## src/chl_pkg.sv

```systemverilog
// ----------------------------------------------------------------------------
// chl_pkg: shared definitions for the coordinate hash lookup-or-insert block
// Table sizes, hashing constants, controller states and the command/status
// structs that join the controller and the datapath.
// ----------------------------------------------------------------------------
`default_nettype none

package chl_pkg;

    localparam int BUCKETS    = 1024;
    localparam int MAX_NODES  = 4095;
    localparam int COORD_BITS = 32;

    localparam int COORD_W = 32;   // input field width
    localparam int ID_W    = 12;   // node id / chain link width
    localparam int CNT_W   = 11;   // bucket_count register width
    localparam int BKT_AW  = $clog2(BUCKETS);
    localparam int NODE_AW = $clog2(MAX_NODES);
    localparam int NODE_W  = 2 * COORD_W + ID_W;

    localparam logic [COORD_W-1:0] COORD_MASK =
        COORD_W'((64'd1 << COORD_BITS) - 64'd1);

    // golden-ratio fraction (sqrt(5)-1)/2 as unsigned 0.64, truncated
    localparam logic [63:0] GOLDEN_Q064 = 64'h9E3779B97F4A7C15;

    // APB register map
    localparam int CFG_DATA_W = 32;
    localparam int CFG_ADDR_W = 3;
    localparam logic [CFG_ADDR_W-3:0] REG_BUCKET_COUNT = '0;

    typedef enum logic [4:0] {
        ST_CLEAR,
        ST_IDLE,
        ST_TRI,
        ST_SUM,
        ST_KEY,
        ST_M1,
        ST_M2,
        ST_M3,
        ST_M4,
        ST_M5,
        ST_M6,
        ST_BKT,
        ST_HEAD_RD,
        ST_HEAD_GOT,
        ST_WALK,
        ST_CMP,
        ST_INSERT,
        ST_RES_FOUND,
        ST_RES_NEW,
        ST_RES_FULL
    } state_t;

    typedef enum logic [2:0] {
        MUL_ST,
        MUL_KLGL,
        MUL_KHGL,
        MUL_KLGH,
        MUL_CLO,
        MUL_CHI
    } mul_sel_t;

    typedef enum logic [2:0] {
        OP_NONE,
        OP_CROSS,
        OP_TRI,
        OP_KEY,
        OP_ACC_LOAD,
        OP_ACC_ADD,
        OP_CARRY,
        OP_BUCKET
    } dp_op_t;

    typedef enum logic [1:0] {
        RK_FOUND,
        RK_NEW,
        RK_FULL
    } res_kind_t;

    typedef struct packed {
        logic      load_in;
        mul_sel_t  mul_sel;
        dp_op_t    op;
        logic      clr_write;
        logic      cur_head;
        logic      cur_next;
        logic      insert;
        logic      res_load;
        res_kind_t res_kind;
    } ctrl_cmd_t;

    typedef struct packed {
        logic clr_last;
        logic cur_end;
        logic match;
        logic full;
        logic out_free;
    } dp_status_t;

endpackage

`default_nettype wire

```

## src/chl_ctrl.sv

```systemverilog
// ----------------------------------------------------------------------------
// chl_ctrl: sequencing controller
// Steps the datapath through the clearing sweep, the hash multiplies, the
// chain walk, the insert and the result hand-off.
// ----------------------------------------------------------------------------
`default_nettype none

module chl_ctrl (
    input  wire logic                aclk,
    input  wire logic                aresetn,
    input  wire logic                in_valid,
    output logic                     in_ready,
    output chl_pkg::ctrl_cmd_t       cmd,
    input  wire chl_pkg::dp_status_t status
);

    chl_pkg::state_t state_reg, state_next;

    always_ff @(posedge aclk) begin
        if (!aresetn) begin
            state_reg <= chl_pkg::ST_CLEAR;
        end else begin
            state_reg <= state_next;
        end
    end

    always_comb begin
        state_next = state_reg;
        case (state_reg)
            chl_pkg::ST_CLEAR: begin
                if (status.clr_last) begin
                    state_next = chl_pkg::ST_IDLE;
                end
            end
            chl_pkg::ST_IDLE: begin
                if (in_valid) begin
                    state_next = chl_pkg::ST_TRI;
                end
            end
            chl_pkg::ST_TRI:      state_next = chl_pkg::ST_SUM;
            chl_pkg::ST_SUM:      state_next = chl_pkg::ST_KEY;
            chl_pkg::ST_KEY:      state_next = chl_pkg::ST_M1;
            chl_pkg::ST_M1:       state_next = chl_pkg::ST_M2;
            chl_pkg::ST_M2:       state_next = chl_pkg::ST_M3;
            chl_pkg::ST_M3:       state_next = chl_pkg::ST_M4;
            chl_pkg::ST_M4:       state_next = chl_pkg::ST_M5;
            chl_pkg::ST_M5:       state_next = chl_pkg::ST_M6;
            chl_pkg::ST_M6:       state_next = chl_pkg::ST_BKT;
            chl_pkg::ST_BKT:      state_next = chl_pkg::ST_HEAD_RD;
            chl_pkg::ST_HEAD_RD:  state_next = chl_pkg::ST_HEAD_GOT;
            chl_pkg::ST_HEAD_GOT: state_next = chl_pkg::ST_WALK;
            chl_pkg::ST_WALK: begin
                if (!status.cur_end) begin
                    state_next = chl_pkg::ST_CMP;
                end else if (status.full) begin
                    state_next = chl_pkg::ST_RES_FULL;
                end else begin
                    state_next = chl_pkg::ST_INSERT;
                end
            end
            chl_pkg::ST_CMP: begin
                if (status.match) begin
                    state_next = chl_pkg::ST_RES_FOUND;
                end else begin
                    state_next = chl_pkg::ST_WALK;
                end
            end
            chl_pkg::ST_INSERT: state_next = chl_pkg::ST_RES_NEW;
            chl_pkg::ST_RES_FOUND, chl_pkg::ST_RES_NEW, chl_pkg::ST_RES_FULL: begin
                if (status.out_free) begin
                    state_next = chl_pkg::ST_IDLE;
                end
            end
            default: state_next = chl_pkg::ST_IDLE;
        endcase
    end

    always_comb begin
        cmd          = '0;
        cmd.mul_sel  = chl_pkg::MUL_ST;
        cmd.op       = chl_pkg::OP_NONE;
        cmd.res_kind = chl_pkg::RK_FOUND;
        in_ready     = 1'b0;
        case (state_reg)
            chl_pkg::ST_CLEAR: cmd.clr_write = 1'b1;
            chl_pkg::ST_IDLE: begin
                in_ready    = 1'b1;
                cmd.load_in = in_valid;
            end
            chl_pkg::ST_TRI: begin
                cmd.mul_sel = chl_pkg::MUL_ST;
                cmd.op      = chl_pkg::OP_CROSS;
            end
            chl_pkg::ST_SUM: cmd.op = chl_pkg::OP_TRI;
            chl_pkg::ST_KEY: cmd.op = chl_pkg::OP_KEY;
            chl_pkg::ST_M1:  cmd.mul_sel = chl_pkg::MUL_KLGL;
            chl_pkg::ST_M2: begin
                cmd.mul_sel = chl_pkg::MUL_KHGL;
                cmd.op      = chl_pkg::OP_ACC_LOAD;
            end
            chl_pkg::ST_M3: begin
                cmd.mul_sel = chl_pkg::MUL_KLGH;
                cmd.op      = chl_pkg::OP_ACC_ADD;
            end
            chl_pkg::ST_M4: cmd.op = chl_pkg::OP_ACC_ADD;
            chl_pkg::ST_M5: cmd.mul_sel = chl_pkg::MUL_CLO;
            chl_pkg::ST_M6: begin
                cmd.mul_sel = chl_pkg::MUL_CHI;
                cmd.op      = chl_pkg::OP_CARRY;
            end
            chl_pkg::ST_BKT:      cmd.op = chl_pkg::OP_BUCKET;
            chl_pkg::ST_HEAD_GOT: cmd.cur_head = 1'b1;
            chl_pkg::ST_CMP:      cmd.cur_next = !status.match;
            chl_pkg::ST_INSERT:   cmd.insert = 1'b1;
            chl_pkg::ST_RES_FOUND: begin
                cmd.res_load = status.out_free;
                cmd.res_kind = chl_pkg::RK_FOUND;
            end
            chl_pkg::ST_RES_NEW: begin
                cmd.res_load = status.out_free;
                cmd.res_kind = chl_pkg::RK_NEW;
            end
            chl_pkg::ST_RES_FULL: begin
                cmd.res_load = status.out_free;
                cmd.res_kind = chl_pkg::RK_FULL;
            end
            default: begin
            end
        endcase
    end

endmodule

`default_nettype wire

```

## config.mk

```make
export PLATFORM = sky130hd
export DESIGN_NAME = chl_ctrl
export DESIGN_NICKNAME = d
export VERILOG_FILES = /design/src/chl_pkg.sv /design/src/chl_ctrl.sv
export SDC_FILE = /design/constraint.sdc
export NUM_CORES = 1
export LEC_CHECK = 0
export ABC_CLOCK_PERIOD_IN_PS = 2600
export BUFFER_PORTS_ARGS = -buffer_cell sky130_fd_sc_hd__buf_2
export CORE_AREA = 10 10 47 49
export DETAILED_ROUTE_END_ITERATION = 8
export DIE_AREA = 0 0 57 59
export PLACE_DENSITY = 0.82
export RECOVER_POWER = 50
export SKIP_LAST_GASP = 1
export SYNTH_ARGS = -nofsm -noshare
export SYNTH_HDL_FRONTEND = slang
export SYNTH_SLANG_ARGS = --single-unit
```

## constraint.sdc

```tcl
create_clock -name aclk -period 2.6 [get_ports aclk]
set_clock_uncertainty 0.2 [all_clocks]
set_input_delay 0.39 -clock aclk [delete_from_list [all_inputs] [get_ports aclk]]
set_output_delay 0.39 -clock aclk [all_outputs]
set_load 0.02 [all_outputs]
```

# [Word-level counts from Yosys, hierarchy flattened]
# Cells that the tools add are included.
[totals] ff_bits=5 input_bits=8 out_inout_bits=15 elab_cells=44
[classes] eq_ne=22 n_mux=16 n_reduce_logical=5
[op_table] cell="$pmux W5 S18" n=1
[op_table] cell="$eq A5 B4 Y1 const B" n=8
[op_table] cell="$mux W5" n=5
[op_table] cell="$pmux W3 S7" n=1
[op_table] cell="$eq A5 B3 Y1 const B" n=4
[op_table] cell="$eq A5 B5 Y1 const B" n=4
[op_table] cell="$pmux W3 S5" n=1
[op_table] cell="$eq A5 B2 Y1 const B" n=2
[op_table] cell="$pmux W3 S3" n=1
[op_table] cell="$mux W1" n=6
[op_table] cell="$ne A2 B2 Y1 const B" n=3
[op_table] cell="$eq A5 B1 Y1 const B" n=1
[op_table] cell="$logic_not A5 Y1" n=1
[op_table] cell="$reduce_and A3 Y1" n=1
[op_table] cell="$reduce_or A3 Y1" n=1
[op_table] cell="$mux W2" n=1
[op_table] cell="$reduce_or A2 Y1" n=1
[op_table] cell="$logic_not A1 Y1" n=1

# [Depth between registers and ports, before layout]
[logic_depth] depth_word=4 mapped_depth=6 depth_no_buf=4

# [Worst setup path before layout]
# No wires, ideal clock.
[synth_path] path_kind="register to output" start="reg state_reg[1]" end="out cmd[13] (netlist bit)" t_arrival_ps=1621 t_required_ps=2010 path_slack_ps=389 stages_incl_launch_ff=5 n_path_buf=1 cell_sequence="dfxtp_1 buf_2 nand2b_1 nor4_1 and2_1"
[synth_rtl] element="start: declaration" line_no="chl_ctrl.sv:17" text="chl_pkg::state_t state_reg, state_next;"
[synth_rtl] element="start signal: assignment" line_no="chl_ctrl.sv:21" text="state_reg <= chl_pkg::ST_CLEAR;"
[synth_rtl] element="start signal: assignment" line_no="chl_ctrl.sv:23" text="state_reg <= state_next;"
[synth_rtl] element="end: declaration" line_no="chl_ctrl.sv:13" text="output chl_pkg::ctrl_cmd_t cmd,"

==> flow_summary.ini <==
[run_status]
run_status = finished clean

[cells_and_area]
nets = 119
largest_register_ffs = 5
fill_cells = 151
final_cell_mix = buf_2 (18), nor2_1 (13), nand2_1 (8), a21oi_1 (8)
multi_input_area_um2 = 433
layout_commonest_cell = buf_2
drive_gt1_frac = 0.245
diodes = 0
seqCellArea_um2 = 100
fin_util = 0.510
final_area_um2 = 714
stdcell_count = 126
areaGrowthSynthToFinish_pct = 20.5

[placement]
place.gp.congestion = 0.894
place_hpwl_mm = 1.26
place_area_um2 = 696
pre_cts_slack_ns = 0.517
place_inst = 122
io_buffers = 22

[clock_network]
clk_latency_ns = 0.25
numCtsBuffers = 3
hold_buffers = 0
cts.path.max_buffers = 2
ctsRootBufferMaster = clkbuf_4
clk_pin_slew_ns = 0.05
cts_htree_levels = 1
cts_tree = yes
clock-sinks = 5
cts_resized = 0
post-cts-setup-buffers = 0

[critical_path]
cp.required_ns = 2.01
cp-start-kind = flip-flop
path_max_fanout = 20
critical_path_class = reg -> out
endpoint_kind = output port
arrival_ns = 1.80

[global_routing]
grt_overflow = 0
grt_max_degree = 21
antenna_found_initial = 0
grt_pass1_vias = 640
grt_pass1_wl_mm = 2.79
grt_usage = 0.0971

[sta]
setup_viol = 0
fin_crit_ns = 2.39
holdWs_ns = 0.223
rsz0062_at_grt = no
hold_viol = 0
maxSlewHeadroom = 0.551
setup-tns-final_ns = 0
max_clock_freq_mhz = 419
post-route-period-util = 0.918
setup_ws_ns = 0.213
report.final.slew_viol_count = 0
tightest_slew_ns = 0.673

[floorplanning]
die-area_mm2 = 0.00336
ios = 23
core_mm2 = 0.00140
die_y_um = 59
rows = 14
die_w_um = 57
initial_core_util = 0.423

[route]
vias_per_cell = 5.71
firstDrtPassIters = 4
routedWlPerCell_um = 13.4
drtIter0Drc = 18
wl_mm = 1.69
drc_errors = 0
drtAntennaViolNets = 0
vias = 720

[power_and_ir_drop]
power_mw = 0.233
p_leak_nw = 0.332
peakVddDrop_uv = 220
power_density_mw_per_mm2 = 326

[synth]
synth_cell_types = 36
ys_ff_latch = 5
avgSynthCellArea_um2 = 6.59
netlist_instances = 90
ys_seq_area_frac = 0.169
syn_area_um2 = 593
synthTopCellsByArea = dfxtp_1 (17%), nor2_1 (8.2%), a21oi_1 (6.8%), buf_2 (5.9%), nand2b_1 (5.3%)
synth_area_leader_cell = dfxtp_1
yosys_warnings = 0
synthDominantCellAreaShare = 0.169
syn_nets = 98

[worst_hold_path]
min_path_type = in -> reg

[run]
cap_violations = 0
## worst max-delay path: stages, from the launching register on
cell and delay [ns]:
dfxtp_1 0.75, nor2b_1 0.33, nor2_1 0.10, nor3_1 0.18, buf_2 0.19
## report_power, final
part	switching, mW	internal, mW	leakage [nW]
registers	0.00947	0.0790	0.0406
clock network	0.0344	0.0582	0.0150
logic	0.0294	0.0225	0.277
## Yosys cell counts, drive strengths merged
cell type  instances
o2111ai            1
a21oi              8
a211oi             1
o31ai              1
or3b               1
a31oi              4
o41ai              1
nor4               3
o21bai             1
nor2              13
xor2               1
nand2              8
nand2b             5
dfxtp              5
o211ai             1
a21boi             1
nand3              3
nand3b             1
and2               1
a22oi              1
mux2               1
or2                1
or2b               1
or4                1
nor2b              2
o21ai              3
a21o               1
nor3               5
buf                9
o211a              1
inv                2
a211o              1
and2b              1
## final timing paths
check,start,end,slack [ns],cells past startpoint
worst max-delay path,state_reg[0],cmd[12],0.21,4
worst min-delay path,aresetn,state_reg[0],0.22,3
worst max register to register,state_reg[3],state_reg[1],0.73,4
worst min register to register,state_reg[4],state_reg[4],0.40,2
## layer usage
layer	up-vias	global-route usage	routed length (um)
li1	365	-	-
met1	324	0.126	758
met2	26	0.143	772
met3	5	0.0322	130
met4	0	0.0403	24
met5	-	0	0
## area by class of cell
class,count,area share
Clock buffer,4,0.0368
Tap cell,16,0.0280
Sequential cell,5,0.140
Timing Repair Buffer,25,0.179
Inverter,2,0.0105
Multi-Input combinational cell,74,0.606
## cell families (layout without fill, tap and decap cells)
kind of cell | after synthesis | in the layout | share of synthesized area
AOI/OAI and AO/OA | 26 | 26 | 0.285
xor gates and xnor gates | 1 | 1 | 0.0148
buffers and inverters | 11 | 31 | 0.0970
DFF | 5 | 5 | 0.169
muxes | 1 | 1 | 0.0190
and+or+nand+nor | 46 | 46 | 0.416
Note: power is estimated with default switching activity, not from simulation.
